**config.mk**
```make
export PLATFORM = sky130hd
export DESIGN_NAME = button_gesture_classifier_core_flat
export DESIGN_NICKNAME = d
export VERILOG_FILES = /design/src/rtl/bgc_pkg.sv /design/src/rtl/bgc_in_if.sv /design/src/rtl/bgc_out_if.sv /design/src/rtl/bgc_motion.sv /design/src/rtl/bgc_lane.sv /design/src/rtl/button_gesture_classifier_core.sv /design/src/flat_wrapper.sv
export VERILOG_INCLUDE_DIRS = /design/src /design/src/rtl
export SDC_FILE = /design/constraint.sdc
export NUM_CORES = 1
export LEC_CHECK = 0
export CAP_MARGIN = 20
export CORE_ASPECT_RATIO = 0.9
export CORE_MARGIN = 2
export CORE_UTILIZATION = 45
export DETAILED_ROUTE_END_ITERATION = 7
export DONT_BUFFER_PORTS = 1
export PLACE_DENSITY = 0.57
export SYNTH_ARGS = -nofsm -noshare
export SYNTH_HDL_FRONTEND = slang
export SYNTH_SLANG_ARGS = --single-unit
```
**constraint.sdc**
```tcl
create_clock -name clk -period 11.21 [get_ports clk]
set_clock_uncertainty 0.15 [all_clocks]
set_input_delay 0.5605 -clock clk [delete_from_list [all_inputs] [get_ports clk]]
set_output_delay 0.5605 -clock clk [all_outputs]
set_load 0.01 [all_outputs]
```
**src/rtl/button_gesture_classifier_core_assert.svh**
```systemverilog
// ----------------------------------------------------------------------------
// Assertion macros for the button gesture classifier
// Immediate-implication and next-cycle-implication property wrappers.
// ----------------------------------------------------------------------------
`ifndef BUTTON_GESTURE_CLASSIFIER_CORE_ASSERT_SVH
`define BUTTON_GESTURE_CLASSIFIER_CORE_ASSERT_SVH

`ifndef ASSERT_OFF
// Property checked every clock outside reset.
`define BGC_ASSERT(name, clk, rst_n, prop) \
  name: assert property (@(posedge clk) disable iff (!rst_n) prop) \
    else $error("assertion failed");
// Antecedent this cycle implies consequent next cycle.
`define BGC_ASSERT_NEXT(name, clk, rst_n, ante, cons) \
  name: assert property (@(posedge clk) disable iff (!rst_n) (ante) |=> (cons)) \
    else $error("assertion failed");
`else
`define BGC_ASSERT(name, clk, rst_n, prop)
`define BGC_ASSERT_NEXT(name, clk, rst_n, ante, cons)
`endif

`endif

```
**src/rtl/bgc_pkg.sv**
```systemverilog
// ----------------------------------------------------------------------------
// bgc_pkg
// Shared types and constants of the button gesture classifier.
// ----------------------------------------------------------------------------
package bgc_pkg;

  localparam int TIMER_BITS  = 16;
  localparam int NUM_BUTTONS = 3;
  localparam int LANES       = 3;  // buttons that have input fields
  localparam int ACTIVE      = (NUM_BUTTONS < LANES) ? NUM_BUTTONS : LANES;

  localparam int HOLD_W  = 16;
  localparam int DBL_W   = 16;
  localparam int DRAG_W  = 22;
  localparam int CFG_W   = 22;
  localparam int MOVE_W  = 11;
  localparam int SQ_W    = 2 * MOVE_W - 1;  // one square, magnitude <= 2^(MOVE_W-1)
  localparam int CMP_W   = (TIMER_BITS > HOLD_W) ? TIMER_BITS : HOLD_W;

  typedef logic [TIMER_BITS-1:0] timer_t;

  typedef enum logic [1:0] {
    ST_IDLE     = 2'd0,
    ST_PRESSED  = 2'd1,
    ST_HELD     = 2'd2,
    ST_DRAGGING = 2'd3
  } gstate_t;

  typedef enum logic [2:0] {
    EV_NONE    = 3'd0,
    EV_PRESS   = 3'd1,
    EV_RELEASE = 3'd2,
    EV_CLICK   = 3'd3,
    EV_DOUBLE  = 3'd4
  } gevent_t;

  typedef enum logic [1:0] {
    CFG_HOLD_TICKS  = 2'd0,
    CFG_DBL_TICKS   = 2'd1,
    CFG_DRAG_DIST   = 2'd2,
    CFG_UNUSED      = 2'd3
  } cfg_idx_t;

  typedef struct packed {
    logic [HOLD_W-1:0] hold_ticks;
    logic [DBL_W-1:0]  double_click_ticks;
  } lane_cfg_t;

endpackage

```
**src/rtl/bgc_in_if.sv**
```systemverilog
// ----------------------------------------------------------------------------
// bgc_in_if
// Frame tick channel: button levels and pointer displacement.
// ----------------------------------------------------------------------------
interface bgc_in_if;
  logic        valid;
  logic        ready;
  logic        left_down;
  logic        right_down;
  logic        middle_down;
  logic signed [10:0] move_x;
  logic signed [10:0] move_y;

  modport source (output valid, left_down, right_down, middle_down, move_x, move_y,
                  input ready);
  modport sink   (input valid, left_down, right_down, middle_down, move_x, move_y,
                  output ready);
endinterface

```
**src/rtl/bgc_out_if.sv**
```systemverilog
// ----------------------------------------------------------------------------
// bgc_out_if
// Result channel: per-button gesture state and event.
// ----------------------------------------------------------------------------
interface bgc_out_if;
  logic       valid;
  logic       ready;
  logic [1:0] left_state;
  logic [2:0] left_event;
  logic [1:0] right_state;
  logic [2:0] right_event;
  logic [1:0] middle_state;
  logic [2:0] middle_event;

  modport source (output valid, left_state, left_event, right_state, right_event,
                  middle_state, middle_event, input ready);
  modport sink   (input valid, left_state, left_event, right_state, right_event,
                  middle_state, middle_event, output ready);
endinterface

```
**src/rtl/bgc_motion.sv**
```systemverilog
// ----------------------------------------------------------------------------
// bgc_motion
// Squared displacement of one frame compared against the drag limit.
// ----------------------------------------------------------------------------
module bgc_motion (
  input  logic signed [10:0] move_x,
  input  logic signed [10:0] move_y,
  input  logic [21:0]        drag_dist_sq,
  output logic               far
);
  import bgc_pkg::*;

  logic [MOVE_W-1:0] mag_x;
  logic [MOVE_W-1:0] mag_y;
  logic [SQ_W-1:0]   sq_x;
  logic [SQ_W-1:0]   sq_y;
  logic [DRAG_W-1:0] sum_sq;

  // -1024 negates to the unsigned pattern 1024, which is the right magnitude
  assign mag_x  = move_x[MOVE_W-1] ? MOVE_W'(-move_x) : MOVE_W'(move_x);
  assign mag_y  = move_y[MOVE_W-1] ? MOVE_W'(-move_y) : MOVE_W'(move_y);
  assign sq_x   = SQ_W'(mag_x) * SQ_W'(mag_x);
  assign sq_y   = SQ_W'(mag_y) * SQ_W'(mag_y);
  assign sum_sq = DRAG_W'(sq_x) + DRAG_W'(sq_y);
  assign far    = (sum_sq >= drag_dist_sq);

endmodule

```
**src/rtl/bgc_lane.sv**
```systemverilog
// ----------------------------------------------------------------------------
// bgc_lane
// Gesture state and timers of one button, updated once per frame.
// ----------------------------------------------------------------------------
module bgc_lane (
  input  logic               clk,
  input  logic               rst_n,
  input  logic               adv,
  input  logic               down,
  input  logic               far,
  input  bgc_pkg::lane_cfg_t cfg,
  output bgc_pkg::gstate_t   state_nxt,
  output bgc_pkg::gevent_t   ev_nxt
);
  import bgc_pkg::*;

  `include "button_gesture_classifier_core_assert.svh"

  gstate_t state_r;
  timer_t  press_age_r, press_age_nxt;
  timer_t  click_age_r, click_age_nxt;
  timer_t  click_inc, press_inc;

  assign click_inc = (click_age_r == '1) ? click_age_r : click_age_r + 1'b1;
  assign press_inc = (press_age_r == '1) ? press_age_r : press_age_r + 1'b1;

  always_comb begin
    state_nxt     = ST_IDLE;
    ev_nxt        = EV_NONE;
    press_age_nxt = '0;
    click_age_nxt = click_inc;
    if (down) begin
      if (state_r == ST_IDLE) begin
        ev_nxt        = EV_PRESS;
        press_age_nxt = '0;
      end else begin
        press_age_nxt = press_inc;
      end
      if (far) begin
        state_nxt = ST_DRAGGING;
      end else if (CMP_W'(press_age_nxt) > CMP_W'(cfg.hold_ticks)) begin
        state_nxt = ST_HELD;
      end else begin
        state_nxt = ST_PRESSED;
      end
    end else begin
      case (state_r)
        ST_IDLE: begin
          ev_nxt = EV_NONE;
        end
        ST_PRESSED: begin
          ev_nxt = (CMP_W'(click_inc) <= CMP_W'(cfg.double_click_ticks)) ?
                   EV_DOUBLE : EV_CLICK;
          click_age_nxt = '0;
        end
        default: begin
          ev_nxt = EV_RELEASE;
        end
      endcase
    end
  end

  always_ff @(posedge clk) begin
    if (!rst_n) begin
      state_r     <= ST_IDLE;
      press_age_r <= '0;
      click_age_r <= '1;
    end else if (adv) begin
      state_r     <= state_nxt;
      press_age_r <= press_age_nxt;
      click_age_r <= click_age_nxt;
    end
  end

  `BGC_ASSERT(a_idle_no_age, clk, rst_n, (state_r == ST_IDLE) |-> (press_age_r == '0))
  `BGC_ASSERT_NEXT(a_click_restart, clk, rst_n, adv && (ev_nxt == EV_CLICK || ev_nxt == EV_DOUBLE), click_age_r == '0)
  `BGC_ASSERT_NEXT(a_hold_when_stalled, clk, rst_n, !adv, $stable(state_r) && $stable(click_age_r))

endmodule

```
**src/rtl/button_gesture_classifier_core.sv**
```systemverilog
// ----------------------------------------------------------------------------
// button_gesture_classifier_core
// Click, hold, drag and double-click detection for three buttons.
// ----------------------------------------------------------------------------
//
//   channel  | dir | handshake         | payload
//   ---------+-----+-------------------+---------------------------------------
//   in_ch    | in  | valid/ready       | 3 button levels, move_x, move_y (s11)
//   out_ch   | out | valid/ready       | state (2b) and event (3b) per button
//   cfg_*    | in  | we, no back-press | index 0 hold, 1 double click, 2 drag
//
// Two register stages: an input register and a result register, with the
// squared-distance compare and per-button update in between. out_ch.valid rises
// as a frame enters the result register; one frame per cycle if out_ch.ready.
// Button state advances when a frame moves into the result register, so a
// stalled output holds both the frame in flight and the button state.
// rst_n is synchronous: buttons idle, press age zero, click age saturated,
// registers back to 30 / 15 / 16.
// ----------------------------------------------------------------------------
module button_gesture_classifier_core (
  input  logic        clk,
  input  logic        rst_n,
  bgc_in_if.sink      in_ch,
  bgc_out_if.source   out_ch,
  input  logic        cfg_we,
  input  logic [1:0]  cfg_index,
  input  logic [21:0] cfg_wdata
);
  import bgc_pkg::*;

  `include "button_gesture_classifier_core_assert.svh"

  // configuration registers
  logic [HOLD_W-1:0] hold_ticks_r;
  logic [DBL_W-1:0]  dbl_ticks_r;
  logic [DRAG_W-1:0] drag_dist_r;
  lane_cfg_t         lane_cfg;

  // input register
  logic              s0_valid_r;
  logic [LANES-1:0]  s0_down_r;
  logic signed [MOVE_W-1:0] s0_mx_r;
  logic signed [MOVE_W-1:0] s0_my_r;

  // result register
  logic              out_valid_r;
  gstate_t           out_st_r [LANES];
  gevent_t           out_ev_r [LANES];

  gstate_t           st_nxt [LANES];
  gevent_t           ev_nxt [LANES];
  logic              far;
  logic              adv;

  always_ff @(posedge clk) begin
    if (!rst_n) begin
      hold_ticks_r <= HOLD_W'(30);
      dbl_ticks_r  <= DBL_W'(15);
      drag_dist_r  <= DRAG_W'(16);
    end else if (cfg_we) begin
      case (cfg_idx_t'(cfg_index))
        CFG_HOLD_TICKS: hold_ticks_r <= cfg_wdata[HOLD_W-1:0];
        CFG_DBL_TICKS:  dbl_ticks_r  <= cfg_wdata[DBL_W-1:0];
        CFG_DRAG_DIST:  drag_dist_r  <= cfg_wdata[DRAG_W-1:0];
        default: begin
          // unused index: write dropped
        end
      endcase
    end
  end

  assign lane_cfg.hold_ticks         = hold_ticks_r;
  assign lane_cfg.double_click_ticks = dbl_ticks_r;

  // frame moves from the input register to the result register
  assign adv         = s0_valid_r && (!out_valid_r || out_ch.ready);
  // input register refills whenever it is empty or draining this cycle
  assign in_ch.ready = !s0_valid_r || adv;

  always_ff @(posedge clk) begin
    if (!rst_n) begin
      s0_valid_r <= 1'b0;
    end else if (in_ch.ready) begin
      s0_valid_r <= in_ch.valid;
    end
  end

  always_ff @(posedge clk) begin
    if (in_ch.ready && in_ch.valid) begin
      s0_down_r <= {in_ch.middle_down, in_ch.right_down, in_ch.left_down};
      s0_mx_r   <= in_ch.move_x;
      s0_my_r   <= in_ch.move_y;
    end
  end

  bgc_motion u_motion (
    .move_x       (s0_mx_r),
    .move_y       (s0_my_r),
    .drag_dist_sq (drag_dist_r),
    .far          (far)
  );

  for (genvar g = 0; g < LANES; g++) begin : g_lane
    if (g < ACTIVE) begin : g_on
      bgc_lane u_lane (
        .clk       (clk),
        .rst_n     (rst_n),
        .adv       (adv),
        .down      (s0_down_r[g]),
        .far       (far),
        .cfg       (lane_cfg),
        .state_nxt (st_nxt[g]),
        .ev_nxt    (ev_nxt[g])
      );
    end else begin : g_off
      // button not fitted: reports idle, no event
      assign st_nxt[g] = ST_IDLE;
      assign ev_nxt[g] = EV_NONE;
    end
  end

  always_ff @(posedge clk) begin
    if (!rst_n) begin
      out_valid_r <= 1'b0;
    end else if (adv) begin
      out_valid_r <= 1'b1;
    end else if (out_ch.ready) begin
      out_valid_r <= 1'b0;
    end
  end

  always_ff @(posedge clk) begin
    if (adv) begin
      out_st_r <= st_nxt;
      out_ev_r <= ev_nxt;
    end
  end

  assign out_ch.valid        = out_valid_r;
  assign out_ch.left_state   = out_st_r[0];
  assign out_ch.left_event   = out_ev_r[0];
  assign out_ch.right_state  = out_st_r[1];
  assign out_ch.right_event  = out_ev_r[1];
  assign out_ch.middle_state = out_st_r[2];
  assign out_ch.middle_event = out_ev_r[2];

  `BGC_ASSERT_NEXT(a_s0_kept, clk, rst_n, s0_valid_r && !adv, s0_valid_r)
  `BGC_ASSERT_NEXT(a_adv_fills_out, clk, rst_n, adv, out_valid_r)
  `BGC_ASSERT_NEXT(a_out_kept, clk, rst_n, out_valid_r && !out_ch.ready, out_valid_r)

endmodule
```
**src/flat_wrapper.sv**
```systemverilog
// flat-port wrapper written by rule: the top's interface ports become plain ports
module button_gesture_classifier_core_flat import bgc_pkg::*;
  (clk, rst_n, cfg_we, cfg_index, cfg_wdata, in_ch_valid, in_ch_left_down, in_ch_right_down, in_ch_middle_down, in_ch_move_x, in_ch_move_y, in_ch_ready, out_ch_valid, out_ch_left_state, out_ch_left_event, out_ch_right_state, out_ch_right_event, out_ch_middle_state, out_ch_middle_event, out_ch_ready);
  bgc_in_if in_ch_i ();
  bgc_out_if out_ch_i ();
  input  logic clk;
  input  logic rst_n;
  input  logic cfg_we;
  input  logic [1:0] cfg_index;
  input  logic [21:0] cfg_wdata;
  input wire logic [$bits(in_ch_i.valid)-1:0] in_ch_valid;
  input wire logic [$bits(in_ch_i.left_down)-1:0] in_ch_left_down;
  input wire logic [$bits(in_ch_i.right_down)-1:0] in_ch_right_down;
  input wire logic [$bits(in_ch_i.middle_down)-1:0] in_ch_middle_down;
  input wire logic [$bits(in_ch_i.move_x)-1:0] in_ch_move_x;
  input wire logic [$bits(in_ch_i.move_y)-1:0] in_ch_move_y;
  output wire logic [$bits(in_ch_i.ready)-1:0] in_ch_ready;
  output wire logic [$bits(out_ch_i.valid)-1:0] out_ch_valid;
  output wire logic [$bits(out_ch_i.left_state)-1:0] out_ch_left_state;
  output wire logic [$bits(out_ch_i.left_event)-1:0] out_ch_left_event;
  output wire logic [$bits(out_ch_i.right_state)-1:0] out_ch_right_state;
  output wire logic [$bits(out_ch_i.right_event)-1:0] out_ch_right_event;
  output wire logic [$bits(out_ch_i.middle_state)-1:0] out_ch_middle_state;
  output wire logic [$bits(out_ch_i.middle_event)-1:0] out_ch_middle_event;
  input wire logic [$bits(out_ch_i.ready)-1:0] out_ch_ready;
  assign in_ch_i.valid = in_ch_valid;
  assign in_ch_i.left_down = in_ch_left_down;
  assign in_ch_i.right_down = in_ch_right_down;
  assign in_ch_i.middle_down = in_ch_middle_down;
  assign in_ch_i.move_x = in_ch_move_x;
  assign in_ch_i.move_y = in_ch_move_y;
  assign in_ch_ready = in_ch_i.ready;
  assign out_ch_valid = out_ch_i.valid;
  assign out_ch_left_state = out_ch_i.left_state;
  assign out_ch_left_event = out_ch_i.left_event;
  assign out_ch_right_state = out_ch_i.right_state;
  assign out_ch_right_event = out_ch_i.right_event;
  assign out_ch_middle_state = out_ch_i.middle_state;
  assign out_ch_middle_event = out_ch_i.middle_event;
  assign out_ch_i.ready = out_ch_ready;
  button_gesture_classifier_core u_core (.clk(clk), .rst_n(rst_n), .in_ch(in_ch_i), .out_ch(out_ch_i), .cfg_we(cfg_we), .cfg_index(cfg_index), .cfg_wdata(cfg_wdata));
endmodule
```
# Word level (Yosys, flattened, before mapping)

Cells that the tools add are included.

Input port bits: 54
Register bits: 198

Muxes and demuxes: 46
Equal/unequal tests: 11
Multipliers: 2
$add $sub $neg: 9
Order comparisons: 7
Reductions and logical operators: 14

Operator list:

| operator                                                         | count |
|---|---|
| 16-bit two-way mux                                               | 21 |
| 16-bit by 1-bit adder with 16-bit output (second input constant) | 6 |
| 16-bit == test (second input constant)                           | 6 |
| 16-bit greater-than comparator                                   | 3 |
| 16-bit less-or-equal comparator                                  | 3 |
| 11-bit by 11-bit multiplier with 21-bit output                   | 2 |
| 21-bit by 21-bit adder with 22-bit output                        | 1 |
| 22-bit >= comparator                                             | 1 |
| 11-bit two-way mux                                               | 2 |
| 11-bit negation                                                  | 2 |
| 2-bit two-way mux                                                | 9 |
| 3-bit two-way mux                                                | 6 |
| 3-bit case mux with 2 select lines                               | 3 |
| 2-bit by 1-bit == test with 1-bit output (second input constant) | 4 |
| 2-bit logical NOT                                                | 4 |
| 2-bit AND reduction                                              | 3 |
| 1-bit two-way mux                                                | 5 |
| 2-bit == test (second input constant)                            | 1 |
| 1-bit logical AND                                                | 2 |
| 1-bit logical NOT                                                | 2 |
| 1-bit logical OR                                                 | 2 |
| 2-bit nonzero test                                               | 1 |

# Logic depth before layout (Yosys ltp)

Word-level depth: 8
Mapped depth: 43

# Hierarchy

From an unflattened synthesis, not the netlist that was laid out.

Cell total of the unflattened synthesis: 2549
Area, all modules: 21493.1 sq um

Modules (own cells, without submodules):

| module                                      | area an instance (sq um) | cells an instance | times used |
|---|---|---|---|
| bgc_motion                                  | 8403.1                   | 1039              | 1 |
| bgc_lane (u_core.g_lane[0].g_on.u_lane ...) | 3253.1                   | 418               | 2 |
| button_gesture_classifier_core              | 3382.0                   | 259               | 1 |
| bgc_lane (u_core.g_lane[1].g_on.u_lane)     | 3201.8                   | 415               | 1 |

# Least setup slack after synthesis

OpenSTA, ideal clock, no wires.

Path type: register to register
Start point: register u_core.s0_mx_r[0]
End point: register u_core.out_st_r (netlist bit u_core.out_ch.left_state[1]), data pin
Buffers on the path: 1
Setup time: 0.255 ns
Stages on the path, launching flop included: 41
Arrival time: 8.621 ns
Setup slack: 2.185 ns
Cells stage by stage: edfxtp_1 > inv_1 > clkbuf_1 > ha_1 > nand2_1 > or2_1 > o41ai_2 > xor2_2 > inv_2 > nand2_1 > fa_1 > fa_1 > inv_1 > fa_1 > fa_1 > inv_1 > fa_1 > inv_1 > (+5 left out) > o41ai_2 > o311ai_0 > ha_1 > nand3_1 > nor2_1 > nand2_1 > o21ai_0 > a31oi_1 > a311oi_1 > xor2_1 > ha_1 > nand4_1 > nor2_1 > o31a_1 > o21ai_0 > and4_1 > nand2_1 > and2_1

Word-level cells in the longest chain between the ends: 7

RTL lines:

| element                                             | line                                  | text |
|---|---|---|
| start: declaration                                  | button_gesture_classifier_core.sv:42  | `logic signed [MOVE_W-1:0] s0_mx_r;` |
| start signal: assignment                            | button_gesture_classifier_core.sv:91  | `s0_mx_r <= in_ch.move_x;` |
| 11-bit negation                                     | bgc_motion.sv:20                      | `assign mag_x = move_x[MOVE_W-1] ? MOVE_W'(-move_x) : MOVE_W'(move_x);` |
| 11-bit two-way mux *                                | bgc_motion.sv:20                      |  |
| 11-bit by 11-bit multiplier with 21-bit output *    | bgc_motion.sv:22                      | `assign sq_x = SQ_W'(mag_x) * SQ_W'(mag_x);` |
| 21-bit by 21-bit adder with 22-bit output *         | bgc_motion.sv:24                      | `assign sum_sq = DRAG_W'(sq_x) + DRAG_W'(sq_y);` |
| 22-bit >= comparator *                              | bgc_motion.sv:25                      | `assign far = (sum_sq >= drag_dist_sq);` |
| 2-bit two-way mux *                                 | bgc_lane.sv:39                        | `if (far) begin` |
| 2-bit two-way mux *                                 | bgc_lane.sv:32                        | `if (down) begin` |
| named net u_core.g_lane[0].g_on.u_lane.state_nxt[1] | bgc_lane.sv:12                        | `output bgc_pkg::gstate_t state_nxt,` |
| end signal: assignment                              | button_gesture_classifier_core.sv:134 | `out_st_r <= st_nxt;` |
| end: declaration                                    | button_gesture_classifier_core.sv:47  | `gstate_t out_st_r [LANES];` |

The timed path passes the listed nets; every way through them passes the cells marked *.
A chain may end at the register's enable or synchronous reset.

# Worst setup path after layout

Ends and elaborated chain as after synthesis.

==> impl_metrics.toml <==
[drt]
drtPass1Iterations = 5
ant_nets = 0
via_per_inst = 5.593
num_vias = 16600
initialDrtViolationCount = 1319
route.detailed.drc = 0
wl_per_cell_um = 18.25
drt_wl_total_um = 54160

[timing]
final_max_slew_viol_count = 0
max_freq_mhz = 96.52
rsz0062_at_grt = "false"
layout_min_cycle_time_ns = 10.36
finalSetupViolCount = 0
timing.final.crit_share_pct = 92.42
slew_headroom_pct = 39.02
tightest_slew_ns = 0.9146
hold_slack_ns = 0.04288
hold_viol = 0
tns_ns = 0

[clocking]
numCtsBuffers = 17
cts_root_buf = "clkbuf_16"
ctsHtreeMaxLevel = 4
cts_tree = "done"
clockBufferDepth = 2
path_clk_slew_ns = 0.08
clkLatencyLatePin_ns = 0.46
clock-sinks = 198
cts_setup_buffers = 0

[synth]
netlist_instances = 2388
synth_commonest_cells = "269 x inv_1, 264 x nand2_1, 248 x ha_1"
synth_top_family_by_area = "adder cells"
avgSynthCellArea_um2 = 8.361
synth_cell_type_count = 86
ys_warn_count = 0
synth_flop_cell = "dfxtp_1"
ys_ff_latch = 198
syn_area_um2 = 19970
synth_top_area_share_pct = 15.84
synth_edf_count = 40
async_flop_share_pct = 0
synth_most_common_cell = "inv_1"
synth_top_cell_by_area = "dfxtp_1"
synthMuxAreaShare_pct = 0.7394
ys_seq_area_share_pct = 21.86
synth-xor-area-share_pct = 6.298
synth_fa_ha_area_share_pct = 28.68
synth-simple-area-share_pct = 17.93
synthTopCellsByArea = "dfxtp_1 16%, ha_1 16%, fa_1 13%"
synth_compound_area_share_pct = 17.69

[status]
status = "complete, no violations"

[grt]
grt_util_all_layers_pct = 23.99
grt_max_degree = 71
gr-total-overflow = 0
antenna_found_initial = 3
grt_pass1_wl_um = 86730
grt_pass1_vias = 15892

[floorplan]
start_util_pct = 45.35
rows = 73
fp.dieW_um = 226.0
dieArea_um2 = 46070
die_h_um = 203.8
coreArea_um2 = 44020
ios = 71

[min_path]
holdCritPathClass = "in -> reg"
worstHoldEndpoint = "u_core.s0_my_r[5]$_DFFE_PP_"
hold_depth = 0
hold_start = "in_ch_move_y[5]"

[worst_setup_path]
worstReg2RegStart = "u_core.s0_mx_r[0]$_DFFE_PP_"
cp-end-kind = "flip-flop"
crit_required_ns = 11.27
worstPathMaxFanout = 13
critical_path_class = "reg -> reg"
worst-r2r-setup-slack_ns = 0.85
critPathMostFrequentCell = "inv_1"
critPathMaxStageDelay_ns = 0.60
arrival_ns = 10.43
reg2reg_depth = 37
cp-start-kind = "flip-flop"
cp_slowest_cell = "xor2_1"
rr_endpoint = "u_core.out_ch.left_state[1]$_DFFE_PP_"

[final_layout]
multi_input_area_um2 = 14310
seq_area_um2 = 4364
drive_gt1_share_pct = 3.674
num-fill-cells = 4342
diodes = 0
areaGrowthSynthToFinish_pct = 5.909
final_nets = 2788

[placed_design]
port_buffers = 0
hpwl_um = 42620
routabilityCongestion = 0.9028

[job]
drv_cap = 0
-- how the worst max path moves through the flow --
stage	start	endpoint	slack, ns	cells past startpoint
after global placement	u_core.s0_mx_r[0]$_DFFE_PP_	u_core.out_ch.right_state[1]$_DFFE_PP_	1.08	37
final	u_core.s0_mx_r[0]$_DFFE_PP_	u_core.out_ch.left_state[1]$_DFFE_PP_	0.85	37
after detailed placement	u_core.s0_mx_r[0]$_DFFE_PP_	u_core.out_ch.left_state[1]$_DFFE_PP_	0.96	37
after floorplan	u_core.s0_mx_r[0]$_DFFE_PP_	u_core.out_ch.left_state[1]$_DFFE_PP_	2.18	40
after CTS	u_core.s0_mx_r[0]$_DFFE_PP_	u_core.out_ch.left_state[1]$_DFFE_PP_	0.90	38
after global routing	u_core.s0_mx_r[0]$_DFFE_PP_	u_core.out_ch.left_state[1]$_DFFE_PP_	0.04	37
-- sequential cells by signal, summed over array words and instances (netlist names) --
| signal | flops |
|---|---|
| u_core.out_ch.left_state | 2 |
| u_core.out_ch.middle_state | 2 |
| u_core.s0_down_r | 3 |
| u_core.dbl_ticks_r | 16 |
| u_core.s0_valid_r | 1 |
| u_core.s0_mx_r | 11 |
| u_core.hold_ticks_r | 16 |
| u_core.g_lane.g_on.u_lane.state_r | 6 |
| u_core.g_lane.g_on.u_lane.click_age_r | 48 |
| u_core.out_ch.right_event | 3 |
| u_core.out_ch.right_state | 2 |
| u_core.s0_my_r | 11 |
| u_core.out_ch.valid | 1 |
| u_core.out_ch.middle_event | 3 |
| u_core.g_lane.g_on.u_lane.press_age_r | 48 |
| u_core.out_ch.left_event | 3 |
| u_core.drag_dist_r | 22 |
-- per-stage QoR --
stage	worst slack, ns	utilization [%]	cells	cell area, µm²
global placement	1.078	46.62	2934	20520
floorplan	2.185	-	2400	20010
global route	0.03820	48.03	2968	21150
finish	0.8492	48.03	2968	21150
detailed placement	0.9583	46.62	2934	20520
CTS	0.8971	47.97	2966	21120
-- layout by cell type (no fill, tap or decap), types with 13 or more instances in the layout --
| master | n |
|---|---|
| conb_1 | 14 |
| a211oi_1 | 13 |
| nor2b_1 | 23 |
| dfxtp_1 | 158 |
| nand3_1 | 56 |
| fa_1 | 131 |
| xor2_1 | 55 |
| clkbuf_16 | 17 |
| and4_1 | 17 |
| ha_1 | 248 |
| o21a_1 | 23 |
| or3_1 | 14 |
| a221o_1 | 20 |
| nand2_1 | 264 |
| a22o_1 | 16 |
| a21o_1 | 44 |
| nand4_1 | 42 |
| and2_1 | 18 |
| inv_1 | 268 |
| o21ai_0 | 108 |
| a31oi_1 | 24 |
| o211ai_1 | 15 |
| a21oi_1 | 175 |
| nand2b_1 | 14 |
| nor2_1 | 218 |
| nor3_1 | 22 |
| xnor2_1 | 82 |
| o311ai_0 | 19 |
| and3_1 | 29 |
| edfxtp_1 | 40 |
-- worst max-delay path, delay by kind of cell, from the launching register on --
family                     cells  cell delay (ns)
DFF                            1             0.50
adders and majority gates      9             3.59
buffers and inverters          7             1.15
xor gates and xnor gates       3             1.00
AOI/OAI and AO/OA             12             2.74
and+or+nand+nor                6             1.00
-- cell families (layout without fill, tap and decap cells) --
kind of cell	count (synthesis)	in the layout
AND/OR/NAND/NOR	763	763
AO/OA/AOI/OAI	540	540
adder cells (fa/ha/maj)	379	379
buffers and inverters	352	320
flip-flops	198	198
XOR/XNOR	141	141
multiplexers	13	13
other	2	14
-- layout make-up --
cell class                      instances  area share, %
Inverter                              278          4.935
Clock inverter                         15         0.7929
Multi-Input combinational cell       1850          67.68
Tap cell                              600          3.550
Timing Repair Buffer                   10         0.3905
Clock buffer                           17          2.012
Sequential cell                       198          20.64
-- metal layers --
metal	up-vias	part of all wire (%)	track usage [%]
met5	-	0.068	0
met4	6	1.1	4.112
met3	35	5.6	4.917
met2	381	44	36.92
met1	7992	50	35.06
li1	8186	-	-
-- timing repair --
action                                  in CTS  in global routing
gates resized for setup                      0                  1
endpoints found under the setup margin       0                  1
hold buffers                                 0                  0
Power is left out: the tool's default activity adds up to more than one toggle a clock period on the data nets, which glitch-free logic cannot reach.
